==> src/rtl/core/ecef_to_geodetic_core_assert.svh <==
// assertion macros for the ecef to geodetic core
`ifndef ECEF_TO_GEODETIC_CORE_ASSERT_SVH
`define ECEF_TO_GEODETIC_CORE_ASSERT_SVH
`ifndef SYNTHESIS
`define E2G_ASSERT(label, clk, rst_n, prop) \
  label: assert property (@(posedge clk) disable iff (!rst_n) (prop)) \
    else $error("e2g assertion failed");
`define E2G_ASSERT_NEXT(label, clk, rst_n, trig, prop) \
  label: assert property (@(posedge clk) disable iff (!rst_n) (trig) |=> (prop)) \
    else $error("e2g assertion failed");
`else
`define E2G_ASSERT(label, clk, rst_n, prop)
`define E2G_ASSERT_NEXT(label, clk, rst_n, trig, prop)
`endif
`endif

==> src/rtl/core/e2g_pkg.sv <==
`default_nettype none
package e2g_pkg;

  typedef enum logic [1:0] {SER_MUL, SER_DIV, SER_SQRT} ser_op_t;
  typedef enum logic [1:0] {SHR_0, SHR_30, SHR_48} shr_t;

  typedef struct packed {
    logic    start;
    ser_op_t op;
    shr_t    shr;
  } ser_req_t;

  typedef struct packed {
    logic start;
    logic rotate;
  } cor_req_t;

  localparam logic [31:0] ATAN_TAB [32] = '{
    32'h20000000, 32'h12E4051E, 32'h09FB385B, 32'h051111D4, 32'h028B0D43, 32'h0145D7E1,
    32'h00A2F61E, 32'h00517C55, 32'h0028BE53, 32'h00145F2F, 32'h000A2F98, 32'h000517CC,
    32'h00028BE6, 32'h000145F3, 32'h0000A2FA, 32'h0000517D, 32'h000028BE, 32'h0000145F,
    32'h00000A30, 32'h00000518, 32'h0000028C, 32'h00000146, 32'h000000A3, 32'h00000051,
    32'h00000029, 32'h00000014, 32'h0000000A, 32'h00000005, 32'h00000003, 32'h00000001,
    32'h00000001, 32'h00000000};

  localparam logic signed [63:0] INV_GAIN_Q30 = 64'sd652032874;
  localparam logic signed [63:0] Q30_ONE      = 64'sd1073741824;
  localparam logic signed [31:0] QUARTER_TURN = 32'sh4000_0000;
  localparam logic signed [37:0] H_MAX        = {1'b0, {37{1'b1}}};
  localparam logic signed [37:0] H_MIN        = {1'b1, 37'd0};

endpackage
`default_nettype wire

==> src/rtl/core/e2g_serial.sv <==
`default_nettype none
// shared bit-serial multiply, divide and square root, one bit per cycle
module e2g_serial (
  input  logic               clk,
  input  logic               rst_n,
  input  e2g_pkg::ser_req_t  req,
  input  logic [79:0]        opa,
  input  logic [63:0]        opb,
  output logic               done,
  output logic [79:0]        res
);

  localparam logic [5:0] MUL_LAST  = 6'd48;
  localparam logic [5:0] DIV_LAST  = 6'd63;
  localparam logic [5:0] SQRT_LAST = 6'd39;

  logic                busy_r, done_r, sat_r;
  logic [5:0]          cnt_r, last;
  e2g_pkg::ser_op_t    op_r;
  e2g_pkg::shr_t       shr_r;
  logic [63:0]         mcand_r, acc_r, nlo_r, q_r;
  logic [48:0]         mq_r;
  logic [32:0]         r_r, d_r, r_nxt;
  logic [79:0]         rad_r;
  logic [41:0]         rem_r, rem_nxt;
  logic [39:0]         root_r;
  logic [64:0]         msum;
  logic [33:0]         r2, rd;
  logic [43:0]         rem2, trial, rsub;
  logic                dge, sge;
  logic [112:0]        prod;

  always_comb begin
    msum    = {1'b0, acc_r} + (mq_r[0] ? {1'b0, mcand_r} : 65'd0);
    r2      = {r_r, nlo_r[63]};
    dge     = r2 >= {1'b0, d_r};
    rd      = r2 - {1'b0, d_r};
    r_nxt   = dge ? rd[32:0] : r2[32:0];
    rem2    = {rem_r, rad_r[79:78]};
    trial   = {2'b00, root_r, 2'b01};
    sge     = rem2 >= trial;
    rsub    = rem2 - trial;
    rem_nxt = sge ? rsub[41:0] : rem2[41:0];
    prod    = {acc_r, mq_r};
  end

  always_comb begin
    unique case (op_r)
      e2g_pkg::SER_MUL:  last = MUL_LAST;
      e2g_pkg::SER_DIV:  last = DIV_LAST;
      e2g_pkg::SER_SQRT: last = SQRT_LAST;
      default:           last = 6'd0;
    endcase
  end

  always_comb begin
    res = '0;
    unique case (op_r)
      e2g_pkg::SER_MUL: begin
        case (shr_r)
          e2g_pkg::SHR_30: res = prod[109:30];
          e2g_pkg::SHR_48: res = {15'd0, prod[112:48]};
          default:         res = prod[79:0];
        endcase
      end
      e2g_pkg::SER_DIV:  res = sat_r ? {16'd0, {64{1'b1}}} : {16'd0, q_r};
      e2g_pkg::SER_SQRT: res = {40'd0, root_r};
      default:           res = '0;
    endcase
  end

  always_ff @(posedge clk) begin
    if (!rst_n) begin
      busy_r <= 1'b0;
      done_r <= 1'b0;
      cnt_r  <= '0;
    end else begin
      done_r <= 1'b0;
      if (!busy_r) begin
        if (req.start) begin
          busy_r  <= 1'b1;
          cnt_r   <= '0;
          op_r    <= req.op;
          shr_r   <= req.shr;
          mcand_r <= opa[63:0];
          mq_r    <= opb[48:0];
          acc_r   <= '0;
          nlo_r   <= opa[63:0];
          d_r     <= opb[32:0];
          r_r     <= {17'd0, opa[79:64]};
          sat_r   <= {17'd0, opa[79:64]} >= opb[32:0];
          q_r     <= '0;
          rad_r   <= opa;
          rem_r   <= '0;
          root_r  <= '0;
        end
      end else begin
        acc_r  <= msum[64:1];
        mq_r   <= {msum[0], mq_r[48:1]};
        r_r    <= r_nxt;
        nlo_r  <= {nlo_r[62:0], 1'b0};
        q_r    <= {q_r[62:0], dge};
        rem_r  <= rem_nxt;
        root_r <= {root_r[38:0], sge};
        rad_r  <= {rad_r[77:0], 2'b00};
        cnt_r  <= cnt_r + 6'd1;
        if (cnt_r == last) begin
          busy_r <= 1'b0;
          done_r <= 1'b1;
        end
      end
    end
  end

  assign done = done_r;

endmodule
`default_nettype wire

==> config.mk <==
export PLATFORM = sky130hd
export DESIGN_NAME = e2g_serial
export DESIGN_NICKNAME = d
export VERILOG_FILES = /design/src/rtl/core/ecef_to_geodetic_core_assert.svh /design/src/rtl/core/e2g_pkg.sv /design/src/rtl/core/e2g_serial.sv
export SDC_FILE = /design/constraint.sdc
export NUM_CORES = 1
export LEC_CHECK = 0
export ABC_CLOCK_PERIOD_IN_PS = 77100
export CORE_MARGIN = 2
export CORE_UTILIZATION = 60
export CTS_CLUSTER_SIZE = 28
export DETAILED_ROUTE_END_ITERATION = 6
export DONT_BUFFER_PORTS = 1
export GPL_TIMING_DRIVEN = 0
export HOLD_SLACK_MARGIN = 0.05
export PLACE_DENSITY_LB_ADDON = 0.08
export SLEW_MARGIN = 20
export SYNTH_ARGS = -nofsm -noshare
export SYNTH_HDL_FRONTEND = slang
export SYNTH_SLANG_ARGS = --single-unit
==> constraint.sdc <==
create_clock -name clk -period 77.1 [get_ports clk]
set_clock_uncertainty 0.15 [all_clocks]
set_input_delay 11.565 -clock clk [delete_from_list [all_inputs] [get_ports clk]]
set_output_delay 11.565 -clock clk [all_outputs]
set_load 0.03 [all_outputs]
======== Yosys cells after proc, flatten, opt, wreduce, memory -nomap -nowiden ========
Cells that the tools add are included.
storage, ports and cells
  register bits after elaboration ......... 546
  input bits .............................. 151
  output and inout bits ................... 81
  word-level logic and storage cells ...... 64
cells by class
  $add $sub $neg .......................... 4
  $lt $le $gt $ge ......................... 3
  equality and inequality tests ........... 5
  mux-type cells .......................... 28
  bitwise operators ....................... 1
  reductions and logical operators ........ 5
operators with widths
  cell                                            number
  two-way mux 64 bit                              7
  one-hot mux 80 bit (3 select lines)             1
  two-way mux 80 bit                              2
  one-hot mux 80 bit (2 select lines)             1
  two-way mux 42 bit                              3
  two-way mux 33 bit                              3
  two-way mux 49 bit                              2
  two-way mux 40 bit                              2
  adder 64 x 64 -> 65 bit                         1
  >= comparator 44 x 42 -> 1 bit                  1
  subtractor 42 bit                               1
  >= comparator 34 x 33 -> 1 bit                  1
  >= comparator 16 x 33 -> 1 bit                  1
  subtractor 33 bit                               1
  one-hot mux 6 bit (3 select lines)              1
  two-way mux 6 bit                               2
  adder 6 x 1 -> 6 bit (second input constant)    1
  == test 6 bit                                   1
  == test 2 x 1 -> 1 bit (second input constant)  2
  == test 2 bit (second input constant)           2
  two-way mux 1 bit                               4
  AND reduction 2 bit                             2
  AND reduction 3 bit                             1
  logical NOT 2 bit                               1
  other kinds (2)                                 2

======== Longest topological paths before layout ========
  depth in word-level cells ............... 5
  gate-level depth with buffers ........... 15
  mapped depth without buffers ............ 14

======== Worst setup path after synthesis ========
No wires, ideal clock.
  path kind ............................... input to register
  from .................................... input port req[4] (netlist name)
  to ...................................... register acc_r[0] (enable)
  library setup time ...................... 1.290 ns
  data arrival time ....................... 30.704 ns
  data required time ...................... 75.660 ns
  slack ................................... 44.956 ns
  cell stages on the path ................. 2
  buffers on the path ..................... 0
  cells stage by stage .................... nor2_1 -> nor2b_1
between the ends
  longest elaborated chain between the ends .. 2
RTL lines
  element                               line              text
  from (decl)                           e2g_serial.sv:6   input e2g_pkg::ser_req_t req,
  nonzero test 2 bit (no source line)   -
  AND reduction 2 bit (no source line)  -
  to (signal assigned)                  e2g_serial.sv:98  acc_r <= msum[64:1];
  to (decl)                             e2g_serial.sv:21  logic [63:0] mcand_r, acc_r, nlo_r, q_r;
Every way passes these cells.
A chain may end at the register's enable or synchronous reset.

======== Worst setup path in the final report ========
  from .................................... register shr_r[0]
  to ...................................... output port res[16]
between the ends
  longest elaborated chain between the ends .. 3
RTL lines
  element                                                         line              text
  from (decl)                                                     e2g_serial.sv:20  e2g_pkg::shr_t shr_r;
  from (signal assigned)                                          e2g_serial.sv:84  shr_r <= req.shr;
  == test 2 bit / == test 2 x 1 -> 1 bit (equally long branches)  e2g_serial.sv:60  case (shr_r)
  one-hot mux 80 bit (2 select lines) (*)                         e2g_serial.sv:60
  one-hot mux 80 bit (3 select lines) (*)                         e2g_serial.sv:58  unique case (op_r)
  to (decl)                                                       e2g_serial.sv:10  output logic [79:0] res
Mark *: on every way between the ends. The rest lies on a longest branch, timed or not.

==> results.cfg <==
[pwr]
p_switching_uw = 239
p_sw_share_pct = 29.1
power_leakage_nw = 14.0
p_per_area_nw_per_um2 = 23.2
ir_drop_v = 0.0000255
p_clk_share_pct = 35.8
pwr-share-comb_pct = 19.6
power_uw = 821
p_int_uw = 582
seqPwrFrac_pct = 44.6

[drt]
viasPerCell = 6.38
drt_iter0_markers = 2946
wl_met3_mm = 9.99
wl_mm = 102
wl_met1_mm = 40.1
drt-wirelength-per-cell_um = 24.9
drc = 0
vias = 26195
antenna_left = 0
firstDrtPassIters = 6
highest_layer = met5
routed-wl-met2_mm = 47.3

[finish]
nets = 3680
drive_gt1_share_pct = 6.04
synthToLayoutAreaGrowth_pct = 10.4

[sta]
setup_viol = 0
tightest_slew_ns = 1.17
relSlewSlack_pct = 22.0
layout_worst_path_cycle_share_pct = 20.1
rsz0062_at_grt = false
fin_tns_setup_ns = 0
drv_slew = 0
finalHoldViolCount = 0
clock.fmax_mhz = 64.4
setup_ws_ns = 61.58
final.min_clock_period_ns = 15.52

[cts]
cts_setup_buffers = 0
cts_tree = done
clk_pin_slew_ns = 0.07
h-tree-depth = 2
cts-root-buf = clkbuf_16
cts_buffers = 57
clockBufferDepth = 3
ctsResizeCount = 0
ctsHoldBuffers = 0
worstSkewPairLatency_ns = 0.63
cts_sinks = 545

[global_routing]
grt_max_degree = 57
grt_pass1_wl_mm = 152
grt_pass1_vias = 25320
track_usage_pct = 36.1
grt_overflow_total = 0
antenna_found_initial = 9

[placement]
gp_congestion = 0.994
dp_hpwl_mm = 78.0
dp_worst_setup_slack_ns = 62.31
io_buffers = 0

[setup_path]
cp.required_ns = 65.38
critPathLaunchType = flop
crit_fanout = 10
worstSetupPathType = reg2out
r2r_slack_ns = 72.23
cp-end-kind = output port
cp_data_arrival_time_ns = 3.81

[yosys]
synth_nets = 3601
yosysUniqueCellTypes = 78
synth_area_sq_um = 32000
synthArstFlopShare_pct = 0
ys_seq_elements = 545
ys_warn_count = 0
ys.flop_type = edfxtp_1
seq_area_frac_synth_pct = 50.9
syn_inst = 3286
synth_edf_count = 537
synth.avg_cell_area_sq_um = 9.74

[flow_run]
maxCapViolations = 0

[floorplanning]
die_y_um = 235
ios = 232
die_width_um = 235
dieArea_sq_um = 55200
row_count = 84
initial_core_util_pct = 60.8
coreArea_sq_um = 52700

[run_status]
status = completed

[hold_path]
hold_path_class = reg2reg
[stage by stage]
step                cells  utilization [%]  area, sq um  hold WS [ns]
CTS                  4100             67.1        35300         0.368
global route         4106             67.1        35400         0.391
finish               4108             67.1        35400         0.363
detailed placement   3994             63.4        33400         0.358
floorplan            3286                -        32000         0.345
global placement     3974             62.4        32900         0.351
[power groups by stage]
stage | Sequential [mW] | Combinational (mW) | Clock (mW)
after floorplan | 0.374 | 0.115 | 0
after global placement | 0.386 | 0.148 | 0
after detailed placement | 0.372 | 0.156 | 0
after CTS | 0.366 | 0.158 | 0.296
after global routing | 0.367 | 0.176 | 0.307
final | 0.366 | 0.161 | 0.294
[path summary, 6_finish.rpt]
kind	from	endpoint	cells past startpoint
setup / recovery	shr_r[0]	res[16]	9
hold / removal	rad_r[48]	rad_r[50]	2
setup reg to reg	mq_r[0]	acc_r[63]	14
hold reg to reg	rad_r[48]	rad_r[50]	2
[state kept, by name, summed over array words and instances (netlist names), 6 cells and up]
name / flops
d_r: 33
rem_r: 42
r_r: 33
cnt_r: 6
nlo_r: 63
mq_r: 49
rad_r: 80
mcand_r: 64
q_r: 64
root_r: 40
acc_r: 64
[worst max-delay path: stages, from the launching register on]
cell      delay (ns)
edfxtp_1        0.44
inv_1           0.07
ha_1            0.28
clkbuf_1        0.31
clkbuf_1        0.43
clkbuf_1        0.50
nand2_1         0.09
o21ai_0         0.10
nand2_1         0.12
a31oi_1         0.83
[synthesized netlist by cell type (all sizes together) (66+ instances only)]
master	number	area, sq um
a21o	91	683
o21ai	192	961
a22oi	66	495
a21oi	239	1220
inv	122	458
ha	162	2030
edfxtp	537	16100
nor2	320	1200
a31oi	66	413
and2	149	932
nand2	592	2220
clkbuf	146	549
[layout by cell type (no fill, tap or decap), types with 91 or more instances in the layout]
cell type  synthesis  layout
a21oi_1          236     236
a21o_1            91      91
nand2_1          592     592
inv_1            121     121
nor2_1           320     320
o21ai_0          182     182
clkbuf_1         145     152
ha_1             162     162
and2_1           149     149
edfxtp_1         537     537
[cell families (layout without fill, tap and decap cells)]
group / after synthesis / after routing / synth area share (%)
fa+ha+maj: 164 / 164 / 6.46
simple gates: 1273 / 1273 / 17.6
compound gates: 799 / 799 / 15.5
mux: 78 / 78 / 2.63
xor+xnor: 116 / 116 / 3.17
buf+inv: 311 / 437 / 3.81
flops: 545 / 545 / 50.9
other cells: 0 / 8 / 0
[per-layer routing]
metal  track usage (%)  vias to the layer above
met5                 0                        -
met4              15.3                        2
met3              9.09                      235
met2              58.2                     1279
met1              46.5                    12745
li1                  -                    11934
[cell type report]
cell class / instances / area (sq um)
sequential: 545 / 16300
multi-input combinational: 2430 / 14500
clock buffer: 70 / 1520
tap: 688 / 861
timing repair buffer: 20 / 475
inverter: 122 / 458
clock inverter: 36 / 453
fill: 4030 / 17300
antenna: 8 / 20.0
buffer: 189 / 766
Power figures use the tool's default switching activity.
