<file path="config.mk">
export PLATFORM = sky130hd
export DESIGN_NAME = e2g_cordic
export DESIGN_NICKNAME = d
export VERILOG_FILES = /design/src/rtl/core/ecef_to_geodetic_core_assert.svh /design/src/rtl/core/e2g_pkg.sv /design/src/rtl/core/e2g_cordic.sv
export SDC_FILE = /design/constraint.sdc
export NUM_CORES = 2
export LEC_CHECK = 0
export BUFFER_PORTS_ARGS = -buffer_cell sky130_fd_sc_hd__clkbuf_2
export CORE_MARGIN = 4
export CORE_UTILIZATION = 55
export CTS_CLUSTER_DIAMETER = 200
export DETAILED_ROUTE_END_ITERATION = 8
export GPL_TIMING_DRIVEN = 1
export PLACE_DENSITY = 0.77
export SYNTH_ARGS = -nofsm -noshare
export SYNTH_HDL_FRONTEND = slang
export SYNTH_SLANG_ARGS = --single-unit
</file>
<file path="constraint.sdc">
create_clock -name clk -period 9.4 [get_ports clk]
set_clock_uncertainty 0.15 [all_clocks]
set_input_delay 0 -clock clk [delete_from_list [all_inputs] [get_ports clk]]
set_output_delay 0 -clock clk [all_outputs]
set_load 0.005 [all_outputs]
</file>
<file path="src/rtl/core/ecef_to_geodetic_core_assert.svh">
// assertion macros for the ecef to geodetic core
`ifndef ECEF_TO_GEODETIC_CORE_ASSERT_SVH
`define ECEF_TO_GEODETIC_CORE_ASSERT_SVH
`ifndef SYNTHESIS
`define E2G_ASSERT(label, clk, rst_n, prop) \
  label: assert property (@(posedge clk) disable iff (!rst_n) (prop)) \
    else $error("e2g assertion failed");
`define E2G_ASSERT_NEXT(label, clk, rst_n, trig, prop) \
  label: assert property (@(posedge clk) disable iff (!rst_n) (trig) |=> (prop)) \
    else $error("e2g assertion failed");
`else
`define E2G_ASSERT(label, clk, rst_n, prop)
`define E2G_ASSERT_NEXT(label, clk, rst_n, trig, prop)
`endif
`endif

</file>
<file path="src/rtl/core/e2g_pkg.sv">
`default_nettype none
package e2g_pkg;

  typedef enum logic [1:0] {SER_MUL, SER_DIV, SER_SQRT} ser_op_t;
  typedef enum logic [1:0] {SHR_0, SHR_30, SHR_48} shr_t;

  typedef struct packed {
    logic    start;
    ser_op_t op;
    shr_t    shr;
  } ser_req_t;

  typedef struct packed {
    logic start;
    logic rotate;
  } cor_req_t;

  localparam logic [31:0] ATAN_TAB [32] = '{
    32'h20000000, 32'h12E4051E, 32'h09FB385B, 32'h051111D4, 32'h028B0D43, 32'h0145D7E1,
    32'h00A2F61E, 32'h00517C55, 32'h0028BE53, 32'h00145F2F, 32'h000A2F98, 32'h000517CC,
    32'h00028BE6, 32'h000145F3, 32'h0000A2FA, 32'h0000517D, 32'h000028BE, 32'h0000145F,
    32'h00000A30, 32'h00000518, 32'h0000028C, 32'h00000146, 32'h000000A3, 32'h00000051,
    32'h00000029, 32'h00000014, 32'h0000000A, 32'h00000005, 32'h00000003, 32'h00000001,
    32'h00000001, 32'h00000000};

  localparam logic signed [63:0] INV_GAIN_Q30 = 64'sd652032874;
  localparam logic signed [63:0] Q30_ONE      = 64'sd1073741824;
  localparam logic signed [31:0] QUARTER_TURN = 32'sh4000_0000;
  localparam logic signed [37:0] H_MAX        = {1'b0, {37{1'b1}}};
  localparam logic signed [37:0] H_MIN        = {1'b1, 37'd0};

endpackage
`default_nettype wire

</file>
<file path="src/rtl/core/e2g_cordic.sv">
`default_nettype none
// cordic: vectoring gives atan2, rotation gives sin and cos, one micro-rotation per cycle
module e2g_cordic (
  input  logic                clk,
  input  logic                rst_n,
  input  e2g_pkg::cor_req_t   req,
  input  logic signed [63:0]  in_x,
  input  logic signed [63:0]  in_y,
  input  logic signed [31:0]  in_ang,
  output logic                done,
  output logic signed [31:0]  ang_o,
  output logic signed [31:0]  sin_o,
  output logic [30:0]         cos_o
);

  typedef enum logic [1:0] {CS_IDLE, CS_NORM, CS_ITER} cst_t;

  cst_t               st_r;
  logic signed [63:0] x_r, y_r, xs, ys, ay, x_nxt, y_nxt;
  logic signed [33:0] z_r, tab, z_nxt;
  logic [4:0]         i_r;
  logic               rot_r, half_r, done_r, neg_dir, low_mag;

  always_comb begin
    xs      = x_r >>> i_r;
    ys      = y_r >>> i_r;
    tab     = $signed({2'b00, e2g_pkg::ATAN_TAB[i_r]});
    neg_dir = rot_r ? z_r[33] : (y_r > 64'sd0);
    if (neg_dir) begin
      x_nxt = x_r + ys;
      y_nxt = y_r - xs;
      z_nxt = z_r + tab;
    end else begin
      x_nxt = x_r - ys;
      y_nxt = y_r + xs;
      z_nxt = z_r - tab;
    end
    ay      = y_r[63] ? -y_r : y_r;
    low_mag = (x_r[63:58] == 6'd0) && (ay[63:58] == 6'd0);
  end

  always_ff @(posedge clk) begin
    if (!rst_n) begin
      st_r   <= CS_IDLE;
      done_r <= 1'b0;
    end else begin
      done_r <= 1'b0;
      unique case (st_r)
        CS_IDLE: begin
          if (req.start) begin
            i_r    <= '0;
            rot_r  <= req.rotate;
            half_r <= 1'b0;
            if (req.rotate) begin
              x_r  <= e2g_pkg::INV_GAIN_Q30;
              y_r  <= '0;
              z_r  <= 34'(in_ang);
              st_r <= CS_ITER;
            end else begin
              z_r <= '0;
              if (in_x == 64'sd0 && in_y == 64'sd0) begin
                x_r    <= '0;
                y_r    <= '0;
                done_r <= 1'b1;
              end else if (in_x < 64'sd0) begin
                // left half plane: turn by half a turn first
                x_r    <= -in_x;
                y_r    <= -in_y;
                half_r <= 1'b1;
                st_r   <= CS_NORM;
              end else begin
                x_r  <= in_x;
                y_r  <= in_y;
                st_r <= CS_NORM;
              end
            end
          end
        end
        CS_NORM: begin
          if (low_mag) begin
            x_r <= x_r <<< 1;
            y_r <= y_r <<< 1;
          end else begin
            st_r <= CS_ITER;
          end
        end
        CS_ITER: begin
          x_r <= x_nxt;
          y_r <= y_nxt;
          z_r <= z_nxt;
          i_r <= i_r + 5'd1;
          if (i_r == 5'd31) begin
            st_r   <= CS_IDLE;
            done_r <= 1'b1;
          end
        end
        default: st_r <= CS_IDLE;
      endcase
    end
  end

  always_comb begin
    ang_o = z_r[31:0] ^ {half_r, 31'd0};
    if (y_r > e2g_pkg::Q30_ONE)       sin_o = 32'sh4000_0000;
    else if (y_r < -e2g_pkg::Q30_ONE) sin_o = -32'sh4000_0000;
    else                              sin_o = y_r[31:0];
    if (x_r > e2g_pkg::Q30_ONE)       cos_o = 31'h4000_0000;
    else if (x_r < 64'sd0)            cos_o = '0;
    else                              cos_o = x_r[30:0];
  end

  assign done = done_r;

endmodule
`default_nettype wire

</file>
* Word level (Yosys, flattened, before mapping) *
Memory sizes are Yosys's and may differ from the RTL's.
Index checks and enable logic that the tools add are counted.

operators by class
  shift-type cells = 2
  muxes and demuxes = 40
  bitwise gates (word level) = 2
  equal/unequal tests = 8
  reductions and logical operators = 14
  add/subtract/negate cells = 10
  magnitude comparators = 7

operator list
  operator                count
  $mux W64                13
  $pmux W64 S3            2
  $neg A64 Y64            3
  $add A64 B64 Y64        2
  $gt A64 B32 Y1 const B  2
  $logic_not A64 Y1       2
  $lt A64 B1 Y1 const B   2
  $mux W32                4
  $sshr A64 B5 Y64        2
  $sub A64 B64 Y64        2
  $mux W34                3
  $pmux W34 S2            1
  $gt A64 B1 Y1 const B   1
  $lt A64 B31 Y1 const B  1
  $mux W31                2
  $add A34 B33 Y34        1
  $sub A34 B33 Y34        1
  $xor A32 B32 Y32        1
  $logic_not A6 Y1        2
  $mux W2                 5
  $pmux W5 S2             1
  $ne A2 B2 Y1 const B    4
  $reduce_and A4 Y1       2
  $ge A6 B6 Y1 const B    1
  16 further kinds        23

word-level totals
  input port bits = 164
  register bits = 172
  logic and storage cells = 92
  memories = 1
  output and inout port bits = 96
  ROM bits = 1,024

memories
  name             depth  width  rd ports  clocked after Yosys merged registers in  write ports  line              source
  (no name shown)  32     32     1         0                                        0            e2g_cordic.sv:27  tab = $signed({2'b00, e2g_pkg::ATAN_TAB[i_r]});

* Longest topological paths before layout *
  word-level depth = 7
  gate-level depth with buffers = 34
  mapped depth without buffers = 23

* Worst setup path before layout *
Ideal clock, no wire load.

  kind = register to register
  start = register y_r[63]
  end = register x_r[0] (enable)
  stages on the path, launching flop included = 9
  path buffers = 4
  data arrival time = 8,046 ps
  path slack = 546 ps
  period minus slack after synthesis = 8,854 ps
  path through = edfxtp_1 -> clkbuf_1 -> clkbuf_1 -> clkbuf_1 -> clkbuf_1 -> o221ai_1 -> a211oi_1 -> o21ai_0 -> a21oi_1

on the way
  cells in the longest elaborated chain, start to end = 6

RTL lines
  item                                  line              source
  start: declaration                    e2g_cordic.sv:19  logic signed [63:0] x_r, y_r, xs, ys, ay, x_nxt, y_nxt;
  start signal: assignment              e2g_cordic.sv:68  y_r <= -in_y;
  start signal: assignment              e2g_cordic.sv:73  y_r <= in_y;
  start signal: assignment              e2g_cordic.sv:82  y_r <= y_r <<< 1;
  $neg A64 Y64                          e2g_cordic.sv:38  ay = y_r[63] ? -y_r : y_r;
  $mux W64 *                            e2g_cordic.sv:38
  $logic_not A6 Y1 *                    e2g_cordic.sv:39  low_mag = (x_r[63:58] == 6'd0) && (ay[63:58] == 6'd0);
  $logic_and A1 B1 Y1 *                 e2g_cordic.sv:39
  $ne A2 B2 Y1 (no source line) *       -
  $reduce_and A4 Y1 (no source line) *  -
  end signal: assignment                e2g_cordic.sv:55  x_r <= e2g_pkg::INV_GAIN_Q30;
  end signal: assignment                e2g_cordic.sv:67  x_r <= -in_x;
  end signal: assignment                e2g_cordic.sv:72  x_r <= in_x;
  end: declaration                      e2g_cordic.sv:19

Mark *: on every way between the ends. The rest lies on a longest branch, timed or not.
A chain may end at the register's enable or synchronous reset.

* Worst setup path after layout *
  start = register i_r[1]
  end = register x_r[62] (data pin)

on the way
  cells in the longest elaborated chain, start to end = 4
  elaborated cells on any way between the ends = 5
  those cells by class = add/sub (2); shift (1); mux (2)

RTL lines
  item                                                  line                                source
  start: declaration                                    e2g_cordic.sv:21                    logic [4:0] i_r;
  start signal: assignment                              e2g_cordic.sv:91                    i_r <= i_r + 5'd1;
  $sshr A64 B5 Y64 *                                    e2g_cordic.sv:26                    ys = y_r >>> i_r;
  $sub A64 B64 Y64 or $add A64 B64 Y64 (tied branches)  e2g_cordic.sv:34, e2g_cordic.sv:30
  $mux W64 *                                            e2g_cordic.sv:29                    if (neg_dir) begin
  $pmux W64 S3 *                                        e2g_cordic.sv:48                    unique case (st_r)

Marked as above.

==> results.toml <==
[outcome]
outcome = "completed"

[logic_synthesis]
ys_seq_area_share_pct = 15.2
async_reset_ff_share_pct = 0
synth_nets = 4493
synth-edff-count = 169
synth_seq_cells = 172
syn_area_um2 = 33700
synth_warnings = 0
yosysUniqueCellTypes = 97
yosys_most_used_dff = "edfxtp_1"
postSynthCellCount = 4135
synth.avg_cell_area_um2 = 8.15

[global_route]
antenna_found_initial = 5
grtUsageTotal_pct = 41.6
grt_pass1_wl_um = 213000
grt_max_degree = 143
grt_pass1_vias = 34800
grt-ovfl-total = 0

[timing]
period_share_pct = 90.5
finalHoldViolCount = 0
layout_min_cycle_time_ps = 8500
fmax_ghz = 0.118
setup_viol = 0
worst_pin_slew_ps = 1140
slew_violations = 0
max_slew_margin_pct = 23.7
final.setup.tns_ps = 0
rsz0062_at_grt = "no"

[route]
wirelength_um = 143000
drc = 0
viasPerCell = 7.22
drtPass1Iterations = 9
drtIter0Drc = 5006
route.vias.total = 37200
routedWlPerCell_um = 27.8
ant_nets = 0

[floorplanning]
core-area_um2 = 60500
io_pins = 260
die_x_um = 256
initial_core_util_pct = 55.7
fp-row-count = 90
die-area_um2 = 65300
die_h_um = 256

[placed_design]
place.gp.congestion = 1.05
port_buffers = 259
dp_hpwl_um = 106000

[cts]
post-cts-setup-buffer-count = 0
insertion_delay_ps = 520
cts_tree = "done"
clockBufferDepth = 2
cts.clk_slew.worst_paths_ps = 80
cts_buffers = 17
clock_tree.root_cell = "clkbuf_16"
cts_sinks = 172
cts_max_level = 4
hold_buffers = 195
postCtsResizedCells = 0

[setup_path]
arrival_ps = 8730
cp-start-kind = "flip-flop"
r2r_setup_slack_ps = 900
crit_type = "reg2reg"
r2r_cells = 24
worstPathRequired_ps = 9630
endpoint_kind = "flip-flop"
path_max_fanout = 36

[cells_and_area]
mostFrequentLayoutCell = "nand2_1"
drive_gt1_share_pct = 15.8
layout_common_cells = "408 x nand2_1, 353 x o21ai_0, 313 x a21oi_1, 258 x clkbuf_2, 239 x xnor2_1"
n_fill_cell = 5235
seq_area_um2 = 5130
multi_input_area_um2 = 26800
nNetsFinal = 4709
syn_to_final_growth_pct = 12.1

[min_path]
hold_path.class = "in2reg"
holdPathStages = 4

[flow_run]
cap_violations = 0
final cells by class:
cell class	instances	area share [%]
sequential	172	13.6
clock inverter	13	0.470
tap	782	2.59
inverter	83	0.841
timing repair buffer	535	10.5
multi-input combinational	3542	70.8
clock buffer	19	1.15
antenna	3	0.0199
cells by family after synthesis:
logic type / Yosys count / share of synthesized area (%)
XOR/XNOR: 418 / 10.9
AND/OR/NAND/NOR: 1226 / 18.1
multiplexers: 358 / 17.3
AO/OA/AOI/OAI: 1346 / 25.8
buffers and inverters: 421 / 5.50
adder cells (fa/ha/maj): 194 / 7.27
flip-flops: 172 / 15.2
Yosys cell counts, types with 26 or more instances:
| master | count | area [µm²] |
|---|---|---|
| xnor2_1 | 239 | 2090 |
| buf_1 | 46 | 173 |
| mux4_2 | 172 | 3870 |
| inv_1 | 81 | 304 |
| o221ai_1 | 35 | 307 |
| clkbuf_1 | 205 | 769 |
| and3_1 | 62 | 388 |
| a21oi_1 | 314 | 1570 |
| nand2b_1 | 44 | 275 |
| o41ai_1 | 26 | 228 |
| or3_1 | 40 | 250 |
| and2_1 | 30 | 188 |
| ha_1 | 191 | 2390 |
| a22oi_1 | 92 | 691 |
| buf_4 | 33 | 248 |
| nor2_1 | 220 | 826 |
| nand3_1 | 81 | 405 |
| a211oi_1 | 35 | 263 |
| a21o_1 | 89 | 668 |
| o21a_1 | 29 | 218 |
| nor2b_1 | 58 | 363 |
| nand2_1 | 410 | 1540 |
| o31ai_1 | 70 | 526 |
| o21bai_1 | 36 | 270 |
| nor4_1 | 45 | 282 |
| xor2_1 | 179 | 1570 |
| mux2i_1 | 109 | 1090 |
| or2_2 | 27 | 169 |
| buf_2 | 43 | 215 |
| edfxtp_1 | 169 | 5070 |
| o21ai_0 | 354 | 1770 |
| mux2_2 | 76 | 856 |
| o211ai_1 | 29 | 218 |
| a31oi_1 | 52 | 325 |
| nor3_1 | 70 | 350 |
| nand4_1 | 56 | 350 |
state kept, by name, indices dropped and copies added, names as in the netlist:
signal and cells:
i_r 5, st_r 2, done 1, x_r 64
z_r 34, rot_r 1, half_r 1, y_r 64
per-stage QoR:
stage | instance area, µm² | hold WS (ps) | setup slack [ps] | std cells | utilization, %
after CTS | 37800 | 42.2 | 978 | 5146 | 62.5
after global placement | 35200 | 126 | 1100 | 4919 | 58.3
after floorplan | 33700 | -51.1 | 546 | 4135 | -
after global routing | 37800 | 128 | 386 | 5146 | 62.5
after detailed placement | 35200 | 130 | 1020 | 4919 | 58.3
final | 37800 | 82.4 | 897 | 5149 | 62.5
worst max-delay path, cell delays in order, from the launching register on:
cell and delay (ps):
edfxtp_1 850, buf_4 390, buf_4 480, mux4_2 630, mux4_2 550, mux2i_1 420, o211a_1 220, nand4_1 150
nor4_4 300, and2_1 240, a21oi_1 100, xor2_1 200, ha_1 440, nand4_1 170, or4_1 630, a311o_1 300
a21oi_1 250, nor3_1 150, o21ai_0 230, buf_4 180, a21oi_1 140, o31ai_1 390, o41ai_1 190, or4_1 500
nand4_1 110
final timing paths:
path / startpoint / to
worst min register to register: st_r[1]$_SDFFE_PN0P_ / st_r[1]$_SDFFE_PN0P_
worst max-delay path: i_r[1]$_SDFFCE_PN0P_ / x_r[62]$_DFFE_PP_
worst min-delay path: in_x[36] / x_r[38]$_DFFE_PP_
worst max register to register: i_r[1]$_SDFFCE_PN0P_ / x_r[62]$_DFFE_PP_
routing by layer:
layer / global-route usage (%) / vias up / routed length, µm
met4: 24.2 / 4 / 10100
met5: 0 / - / 27
met2: 63.7 / 2811 / 61900
met1: 52.4 / 17400 / 51700
met3: 12.4 / 691 / 19500
li1: - / 16200 / -
Power is not shown: default switching activity piles up to over one toggle a cycle in this logic, so the estimate is an artifact.
